===== config.mk =====
export PLATFORM = sky130hd
export DESIGN_NAME = one_wire_bus_master
export DESIGN_NICKNAME = d
export VERILOG_FILES = /design/src/design/owbm_pkg.sv /design/src/design/one_wire_bus_master.sv /design/src/design/owbm_step.sv
export VERILOG_INCLUDE_DIRS = /design/src /design/src/design
export SDC_FILE = /design/constraint.sdc
export NUM_CORES = 1
export LEC_CHECK = 0
export ABC_AREA = 1
export ABC_CLOCK_PERIOD_IN_PS = 8570
export BUFFER_PORTS_ARGS = -buffer_cell sky130_fd_sc_hd__buf_2
export CORE_ASPECT_RATIO = 1.1
export CORE_MARGIN = 3
export CORE_UTILIZATION = 42
export CTS_BUF_LIST = sky130_fd_sc_hd__clkbuf_16
export CTS_CLUSTER_DIAMETER = 60
export DETAILED_ROUTE_END_ITERATION = 10
export MAX_ROUTING_LAYER = met4
export SLEW_MARGIN = 25
export SYNTH_ARGS = -nofsm -noshare
export SYNTH_HDL_FRONTEND = slang
export SYNTH_HIERARCHICAL = 1
export SYNTH_SLANG_ARGS = --single-unit

===== constraint.sdc =====
create_clock -name i_clk -period 8.57 [get_ports i_clk]
set_clock_uncertainty 0.05 [all_clocks]
set_input_delay 0.4285 -clock i_clk [delete_from_list [all_inputs] [get_ports i_clk]]
set_output_delay 0.4285 -clock i_clk [all_outputs]
set_load 0.03 [all_outputs]

===== src/design/one_wire_bus_master_macros.svh =====
// Assertion macros for the one-wire bus master.
// Used by design/one_wire_bus_master.sv; expects i_clk and i_rst_n in scope.
`ifndef ONE_WIRE_BUS_MASTER_MACROS_SVH
`define ONE_WIRE_BUS_MASTER_MACROS_SVH
`ifndef SYNTHESIS
`define OWBM_ASSERT_IMP(label, ante, cons, msg) \
    label: assert property (@(posedge i_clk) disable iff (!i_rst_n) (ante) |-> (cons)) \
        else $error(msg);
`define OWBM_ASSERT_NEXT(label, ante, cons, msg) \
    label: assert property (@(posedge i_clk) disable iff (!i_rst_n) (ante) |=> (cons)) \
        else $error(msg);
`else
`define OWBM_ASSERT_IMP(label, ante, cons, msg)
`define OWBM_ASSERT_NEXT(label, ante, cons, msg)
`endif
`endif


===== src/design/owbm_pkg.sv =====
// Shared types and codes for the one-wire bus master.
// Used by design/owbm_step.sv and design/one_wire_bus_master.sv.
package owbm_pkg;

    localparam int TICK_W    = 12;
    localparam int NUM_REGS  = 8;
    localparam int CFG_IDX_W = 4;
    localparam int CFG_SEL_W = 3;

    // register indexes
    localparam int REG_RESET_LOW     = 0;
    localparam int REG_PRESENCE_WAIT = 1;
    localparam int REG_RESET_TAIL    = 2;
    localparam int REG_SLOT_LOW      = 3;
    localparam int REG_WRITE_HOLD    = 4;
    localparam int REG_READ_SAMPLE   = 5;
    localparam int REG_READ_TAIL     = 6;
    localparam int REG_RECOVERY      = 7;

    // actions
    localparam logic [1:0] ACT_TICK  = 2'd0;
    localparam logic [1:0] ACT_RESET = 2'd1;
    localparam logic [1:0] ACT_WRITE = 2'd2;
    localparam logic [1:0] ACT_READ  = 2'd3;

    // phases
    localparam logic [3:0] PH_IDLE     = 4'd0;
    localparam logic [3:0] PH_RST_LOW  = 4'd1;
    localparam logic [3:0] PH_RST_WAIT = 4'd2;
    localparam logic [3:0] PH_RST_TAIL = 4'd3;
    localparam logic [3:0] PH_SLOT_LOW = 4'd4;
    localparam logic [3:0] PH_WR_HOLD  = 4'd5;
    localparam logic [3:0] PH_RD_WAIT  = 4'd6;
    localparam logic [3:0] PH_RD_TAIL  = 4'd7;
    localparam logic [3:0] PH_RECOVER  = 4'd8;

    localparam logic [2:0] LAST_BIT = 3'd7;

    typedef logic [0:NUM_REGS-1][TICK_W-1:0] t_cfg_regs;

    localparam t_cfg_regs CFG_DEFAULTS = '{
        12'd600, 12'd60, 12'd110, 12'd2, 12'd60, 12'd2, 12'd60, 12'd10
    };

    typedef struct packed {
        logic [3:0]        phase;
        logic [TICK_W-1:0] count;
        logic [2:0]        bit_idx;
        logic [7:0]        shift;
        logic              presence;
        logic [1:0]        op;
        logic [7:0]        read_result;
    } t_state;

    typedef struct packed {
        logic       drive_low;
        logic       busy_res;
        logic       done_res;
        logic       presence;
        logic [7:0] read_byte;
        logic       rejected;
    } t_result;

endpackage


===== src/design/one_wire_bus_master.sv =====
// One-wire bus master top level: config registers, sequencer state, result register.
// Depends on owbm_pkg, owbm_step and one_wire_bus_master_macros.svh.
//
//  channel  | valid       | ready        | payload
//  ---------+-------------+--------------+------------------------------------------
//  input    | i_in_valid  | o_in_ready   | i_action, i_write_data, i_line_in
//  result   | o_out_valid | i_out_ready  | o_drive_low .. o_rejected (six fields)
//  config   | i_cfg_valid | o_cfg_ready  | i_cfg_index, i_cfg_data
//
// The sequencer state advances at the accepting edge and its result lands in the output register,
// so one word enters per cycle while the result side is not stalled.
// o_in_ready is high while the output register is empty or being drained.
// A stalled result holds the input side once the output register is full.
// Reset loads the default tick counts, clears the sequencer and empties the output.
`include "one_wire_bus_master_macros.svh"
module one_wire_bus_master (
    input  logic                           i_clk,
    input  logic                           i_rst_n,
    input  logic                           i_in_valid,
    output logic                           o_in_ready,
    input  logic [1:0]                     i_action,
    input  logic [7:0]                     i_write_data,
    input  logic                           i_line_in,
    output logic                           o_out_valid,
    input  logic                           i_out_ready,
    output logic                           o_drive_low,
    output logic                           o_busy_res,
    output logic                           o_done_res,
    output logic                           o_presence,
    output logic [7:0]                     o_read_byte,
    output logic                           o_rejected,
    input  logic                           i_cfg_valid,
    output logic                           o_cfg_ready,
    input  logic [owbm_pkg::CFG_IDX_W-1:0] i_cfg_index,
    input  logic [owbm_pkg::TICK_W-1:0]    i_cfg_data
);

    owbm_pkg::t_cfg_regs r_cfg;
    owbm_pkg::t_state    r_st;
    owbm_pkg::t_state    n_st;
    owbm_pkg::t_result   r_res;
    owbm_pkg::t_result   n_res;
    logic                r_out_valid;
    logic                in_acc;

    assign o_in_ready  = !r_out_valid || i_out_ready;
    assign in_acc      = i_in_valid && o_in_ready;
    assign o_cfg_ready = 1'b1;

    // a zero count behaves as one tick
    always_ff @(posedge i_clk) begin
        if (!i_rst_n) begin
            r_cfg <= owbm_pkg::CFG_DEFAULTS;
        end else if (i_cfg_valid &&
                     (i_cfg_index < owbm_pkg::CFG_IDX_W'(owbm_pkg::NUM_REGS))) begin
            r_cfg[i_cfg_index[owbm_pkg::CFG_SEL_W-1:0]] <=
                (i_cfg_data == '0) ? owbm_pkg::TICK_W'(1) : i_cfg_data;
        end
    end

    owbm_step u_step (
        .i_st         (r_st),
        .i_cfg        (r_cfg),
        .i_action     (i_action),
        .i_write_data (i_write_data),
        .i_line_in    (i_line_in),
        .o_st         (n_st),
        .o_res        (n_res)
    );

    always_ff @(posedge i_clk) begin
        if (!i_rst_n) begin
            r_st        <= '0;
            r_out_valid <= 1'b0;
        end else if (in_acc) begin
            r_st        <= n_st;
            r_out_valid <= 1'b1;
        end else if (i_out_ready) begin
            r_out_valid <= 1'b0;
        end
    end

    always_ff @(posedge i_clk) begin
        if (in_acc) begin
            r_res <= n_res;
        end
    end

    assign o_out_valid = r_out_valid;
    assign o_drive_low = r_res.drive_low;
    assign o_busy_res  = r_res.busy_res;
    assign o_done_res  = r_res.done_res;
    assign o_presence  = r_res.presence;
    assign o_read_byte = r_res.read_byte;
    assign o_rejected  = r_res.rejected;

    `OWBM_ASSERT_IMP(a_done_idle, r_out_valid && r_res.done_res, !r_res.busy_res, "done while busy")
    `OWBM_ASSERT_IMP(a_rej_busy, r_out_valid && r_res.rejected, r_res.busy_res && !r_res.done_res, "reject while idle")
    `OWBM_ASSERT_IMP(a_drive_busy, r_out_valid && r_res.drive_low, r_res.busy_res, "drive low while idle")
    `OWBM_ASSERT_NEXT(a_idle_tick, in_acc && (i_action == owbm_pkg::ACT_TICK) && (r_st.phase == owbm_pkg::PH_IDLE), $stable(r_st), "idle tick moved state")
    `OWBM_ASSERT_NEXT(a_rej_hold, in_acc && (i_action != owbm_pkg::ACT_TICK) && (r_st.phase != owbm_pkg::PH_IDLE), $stable(r_st), "rejected word moved state")

endmodule


===== src/design/owbm_step.sv =====
// Next-state and result logic for one word of the one-wire bus master.
// Depends on owbm_pkg.
module owbm_step (
    input  owbm_pkg::t_state    i_st,
    input  owbm_pkg::t_cfg_regs i_cfg,
    input  logic [1:0]          i_action,
    input  logic [7:0]          i_write_data,
    input  logic                i_line_in,
    output owbm_pkg::t_state    o_st,
    output owbm_pkg::t_result   o_res
);

    logic [owbm_pkg::TICK_W-1:0] len;
    logic [owbm_pkg::TICK_W-1:0] cnt;
    logic                        done;
    logic                        rej;
    owbm_pkg::t_state            n;

    always_comb begin
        case (i_st.phase)
            owbm_pkg::PH_RST_LOW:  len = i_cfg[owbm_pkg::REG_RESET_LOW];
            owbm_pkg::PH_RST_WAIT: len = i_cfg[owbm_pkg::REG_PRESENCE_WAIT];
            owbm_pkg::PH_RST_TAIL: len = i_cfg[owbm_pkg::REG_RESET_TAIL];
            owbm_pkg::PH_SLOT_LOW: len = i_cfg[owbm_pkg::REG_SLOT_LOW];
            owbm_pkg::PH_WR_HOLD:  len = i_cfg[owbm_pkg::REG_WRITE_HOLD];
            owbm_pkg::PH_RD_WAIT:  len = i_cfg[owbm_pkg::REG_READ_SAMPLE];
            owbm_pkg::PH_RD_TAIL:  len = i_cfg[owbm_pkg::REG_READ_TAIL];
            owbm_pkg::PH_RECOVER:  len = i_cfg[owbm_pkg::REG_RECOVERY];
            default:               len = owbm_pkg::TICK_W'(1);
        endcase
    end

    // saturate the phase counter
    assign cnt = (i_st.count != '1) ? i_st.count + owbm_pkg::TICK_W'(1) : i_st.count;

    always_comb begin
        n    = i_st;
        done = 1'b0;
        rej  = 1'b0;
        if (i_action == owbm_pkg::ACT_TICK) begin
            if (i_st.phase != owbm_pkg::PH_IDLE) begin
                n.count = cnt;
                if (cnt >= len) begin
                    n.count = '0;
                    case (i_st.phase)
                        owbm_pkg::PH_RST_LOW: begin
                            n.phase = owbm_pkg::PH_RST_WAIT;
                        end
                        owbm_pkg::PH_RST_WAIT: begin
                            n.presence = ~i_line_in;
                            n.phase    = owbm_pkg::PH_RST_TAIL;
                        end
                        owbm_pkg::PH_RST_TAIL: begin
                            n.phase = owbm_pkg::PH_IDLE;
                            done    = 1'b1;
                        end
                        owbm_pkg::PH_SLOT_LOW: begin
                            n.phase = (i_st.op == owbm_pkg::ACT_WRITE) ?
                                      owbm_pkg::PH_WR_HOLD : owbm_pkg::PH_RD_WAIT;
                        end
                        owbm_pkg::PH_WR_HOLD: begin
                            n.shift = {1'b0, i_st.shift[7:1]};
                            n.phase = owbm_pkg::PH_RECOVER;
                        end
                        owbm_pkg::PH_RD_WAIT: begin
                            n.shift = {i_line_in, i_st.shift[7:1]};
                            n.phase = owbm_pkg::PH_RD_TAIL;
                        end
                        owbm_pkg::PH_RD_TAIL: begin
                            n.phase = owbm_pkg::PH_RECOVER;
                        end
                        owbm_pkg::PH_RECOVER: begin
                            if (i_st.bit_idx == owbm_pkg::LAST_BIT) begin
                                if (i_st.op == owbm_pkg::ACT_READ) begin
                                    n.read_result = i_st.shift;
                                end
                                n.bit_idx = '0;
                                n.phase   = owbm_pkg::PH_IDLE;
                                done      = 1'b1;
                            end else begin
                                n.bit_idx = i_st.bit_idx + 3'd1;
                                n.phase   = owbm_pkg::PH_SLOT_LOW;
                            end
                        end
                        default: begin
                            n.phase = owbm_pkg::PH_IDLE;
                        end
                    endcase
                end
            end
        end else if (i_st.phase != owbm_pkg::PH_IDLE) begin
            // drop the command, operation goes on untouched
            rej = 1'b1;
        end else begin
            n.op      = i_action;
            n.bit_idx = '0;
            n.count   = '0;
            if (i_action == owbm_pkg::ACT_RESET) begin
                n.phase = owbm_pkg::PH_RST_LOW;
            end else begin
                n.shift = (i_action == owbm_pkg::ACT_WRITE) ? i_write_data : 8'd0;
                n.phase = owbm_pkg::PH_SLOT_LOW;
            end
        end
    end

    assign o_st = n;

    always_comb begin
        o_res.drive_low = (n.phase == owbm_pkg::PH_RST_LOW) ||
                          (n.phase == owbm_pkg::PH_SLOT_LOW) ||
                          ((n.phase == owbm_pkg::PH_WR_HOLD) && !n.shift[0]);
        o_res.busy_res  = (n.phase != owbm_pkg::PH_IDLE);
        o_res.done_res  = done;
        o_res.presence  = n.presence;
        o_res.read_byte = n.read_result;
        o_res.rejected  = rej;
    end

endmodule


==> impl_metrics.ini <==
[outcome]
outcome = finished, final reports clean

[floorplan]
io_pins = 48
die_h_microns = 147.1
fp.dieW_microns = 134.2
die_area_sq_mm = 0.01974
core.rowCount = 50
core_sq_mm = 0.01739
initial_utilization = 0.4368

[clock_network]
cts_hold_buf = 0
insertion_delay_ns = 0.43
numCtsBuffers = 17
htreeDepth = 4
cts_resized = 0
cts.sinks = 148
clockRootBuffer = clkbuf_16
cts_buffer_depth = 2
cts_tree = yes
cts_setup_buffers = 0
clkTransAtPathRegs_ns = 0.06

[power]
p_clk_frac = 0.425
p_total_mw = 1.736
internal_power_mw = 1.256
power.leakage_nw = 3.690
power_density_mw_per_mm2 = 208.1
ir_drop_mv = 0.1383
switchingPower_uw = 479.6
switching_share = 0.2763
seq_power_share = 0.432
pwr-share-comb = 0.143

[timing]
rsz0062_at_grt = false
fin_crit_sh = 0.4873
setup_violations = 0
final.setup.tns_ns = 0
fin_crit_ns = 4.176
finalHoldViolCount = 0
tightest_slew_ns = 0.9758
fmax_mhz = 239.4
drv_slew = 0
timing.slew.headroom = 0.3471
whs_ns = 0.2418

[finish]
fin_nets = 1127
fill_cells = 1850
area_growth_pct = 9.783
diodes = 0
final_util = 0.4796
final_layout_size_suffix_gt1_frac = 0.1154

[worst_setup_path]
critPathBufInv = 3
critPathTopFamily = simple AND/OR/NAND/NOR gates
slowest_delay_ns = 0.73
cp_max_fo = 15
cp-start-kind = flop
crit_slowest_cell = nor2_1
worstPathRequired_ns = 8.83
reg2reg_to = r_st[1]
crit_path_end_kind = flop
r2r_slack_ns = 4.39
cp.arrival_ns = 4.44
ff2ff_path_depth = 18
cp_cell_sequence = inv_1, nor2_2, inv_1, nor2_1, inv_1, o21ai_0, a2111oi_0, ha_1, nand2_1, nor2_2, nand2_1, nor2_1, nand2_1, nand2_2, nand3_1, mux2_2, o21ai_0, nor2_1
timing.rr.start = r_st[36]
criticalPathCategory = reg2reg

[yosys]
synthFlopType = dfxtp_1
syn_nets = 1126
synth-edff-count = 13
synth_commonest_cells = 239 x nor2_1, 169 x nand2_1, 135 x dfxtp_1, 118 x o21ai_0, 87 x inv_1
synth-async-reset-ratio = 0
yosysWarnings = 6
ys_top_cells_by_area = dfxtp_1 36%, nor2_1 12%, nand2_1 8.3%
synth_most_common_cell = nor2_1
postSynthAreaPerCell_sq_um = 7.041
yosysUniqueCellTypes = 45
syn_inst = 1079
synth_largest_area_cell = dfxtp_1
seq_area_frac_synth = 0.4071
ys_seq_elements = 148
synth_top_area_share = 0.3557
syn_area_sq_mm = 0.007597

[drt]
post-route-drc-count = 0
wl_microns = 20500
first_iter_violations = 491
num_vias = 6888
wire_per_inst_microns = 15.46
ant_nets = 0
drt_pass1_iterations = 5
vias_per_cell = 5.195

[global_route]
grt_pass1_wl_microns = 33930
grt_pass1_vias = 6445
grt_usage = 0.2188
grt_overflow = 0
grt_max_degree = 113
antenna_found_initial = 0

[hold_path]
whs_path_depth = 3
worst_hold_path_type = in2reg
min-delay-start = i_cfg_data[2]
min_to = r_cfg[86]

[placement]
dp_hpwl_microns = 13900
place_congestion = 0.8850
port_buffers = 46

[flow_run]
maxCapViolations = 0
## power by group through the flow
stage | Clock [mW] | Combinational (mW) | Sequential, mW
after floorplan | 0 | 0.180 | 0.772
after global placement | 0 | 0.246 | 0.765
after detailed placement | 0 | 0.248 | 0.765
after CTS | 0.754 | 0.248 | 0.750
after global routing | 0.784 | 0.284 | 0.754
final | 0.738 | 0.248 | 0.750
## worst max path at each step
| stage | from | to | slack [ns] | cells after the start |
|---|---|---|---|---|
| floorplan | r_st[34] | r_st[0] | 5.43 | 19 |
| global placement | r_st[36] | r_st[1] | 4.53 | 17 |
| detailed placement | r_st[36] | r_st[1] | 4.43 | 18 |
| CTS | r_st[36] | r_st[1] | 4.40 | 18 |
| global route | r_st[36] | r_st[1] | 3.81 | 18 |
| finish | r_st[36] | r_st[1] | 4.39 | 18 |
## worst reg2reg max path: cells and delay by family (launching register included)
family	cells	cell delay (ns)
AO/OA/AOI/OAI	3	0.46
AND/OR/NAND/NOR	10	2.05
multiplexers	1	0.44
adder cells (fa/ha/maj)	1	0.34
flip-flops	1	0.33
buffers and inverters	3	0.41
## layout make-up
class	instances	area, sq um	area share
Clock buffer	17	425.4	0.05101
Clock inverter	14	148.9	0.01785
Inverter	103	389.1	0.04665
Multi-Input combinational cell	759	3720	0.4460
Sequential cell	148	3093	0.3708
Tap cell	234	292.8	0.03510
Timing Repair Buffer	51	271.5	0.03255
## registers in the layout, summed over array words and instances (netlist names)
name         cells
o_out_valid      1
r_cfg           96
o_read_byte      8
o_rejected       1
r_st            38
o_presence       1
o_done_res       1
o_busy_res       1
o_drive_low      1
## metal layers
layer  routed length [microns]  part of all wire  vias up  track usage
li1                          -                 -     3509            -
met1                      9661              0.47     3188       0.2876
met2                      9645              0.47      157       0.3423
met3                       757             0.037       34      0.03801
met4                       434             0.021        0      0.07383
met5                         0                 0        -            -
## kinds of logic after synthesis
| group | synth area share |
|---|---|
| buf+inv | 0.1033 |
| xor+xnor | 0.005764 |
| compound gates | 0.1757 |
| flops | 0.4071 |
| mux | 0.002800 |
| other cells | 0.0004936 |
| fa+ha+maj | 0.02470 |
| simple gates | 0.2801 |
## metrics by stage
stage          worst slack, ns  instance area, sq um  std cells
6_report                 4.394                  8341       1326
5_1_grt                  3.814                  8341       1326
4_1_cts                  4.401                  8337       1326
3_5_place_dp             4.426                  7762       1295
3_3_place_gp             4.529                  7762       1295
2_1_floorplan            5.427                  7597       1079
## placed cells by master (no fill, tap or decap), types with 5 or more instances in the layout
master,Yosys,routed
nor2_1,239,239
nand2_1,169,169
dfxtp_1,135,135
o21ai_0,118,118
inv_1,87,91
nand3_1,53,53
buf_2,19,46
a21oi_1,44,44
o21ai_1,23,23
clkbuf_16,0,17
ha_1,15,15
inv_2,14,14
a22o_1,14,14
edfxtp_1,13,13
nand2_2,10,10
nand4_1,9,9
o22ai_1,9,9
nor2_4,8,8
a221oi_1,8,8
nor2_2,5,5
xor2_1,5,5
No activity file was read; power rests on OpenSTA's default activity.
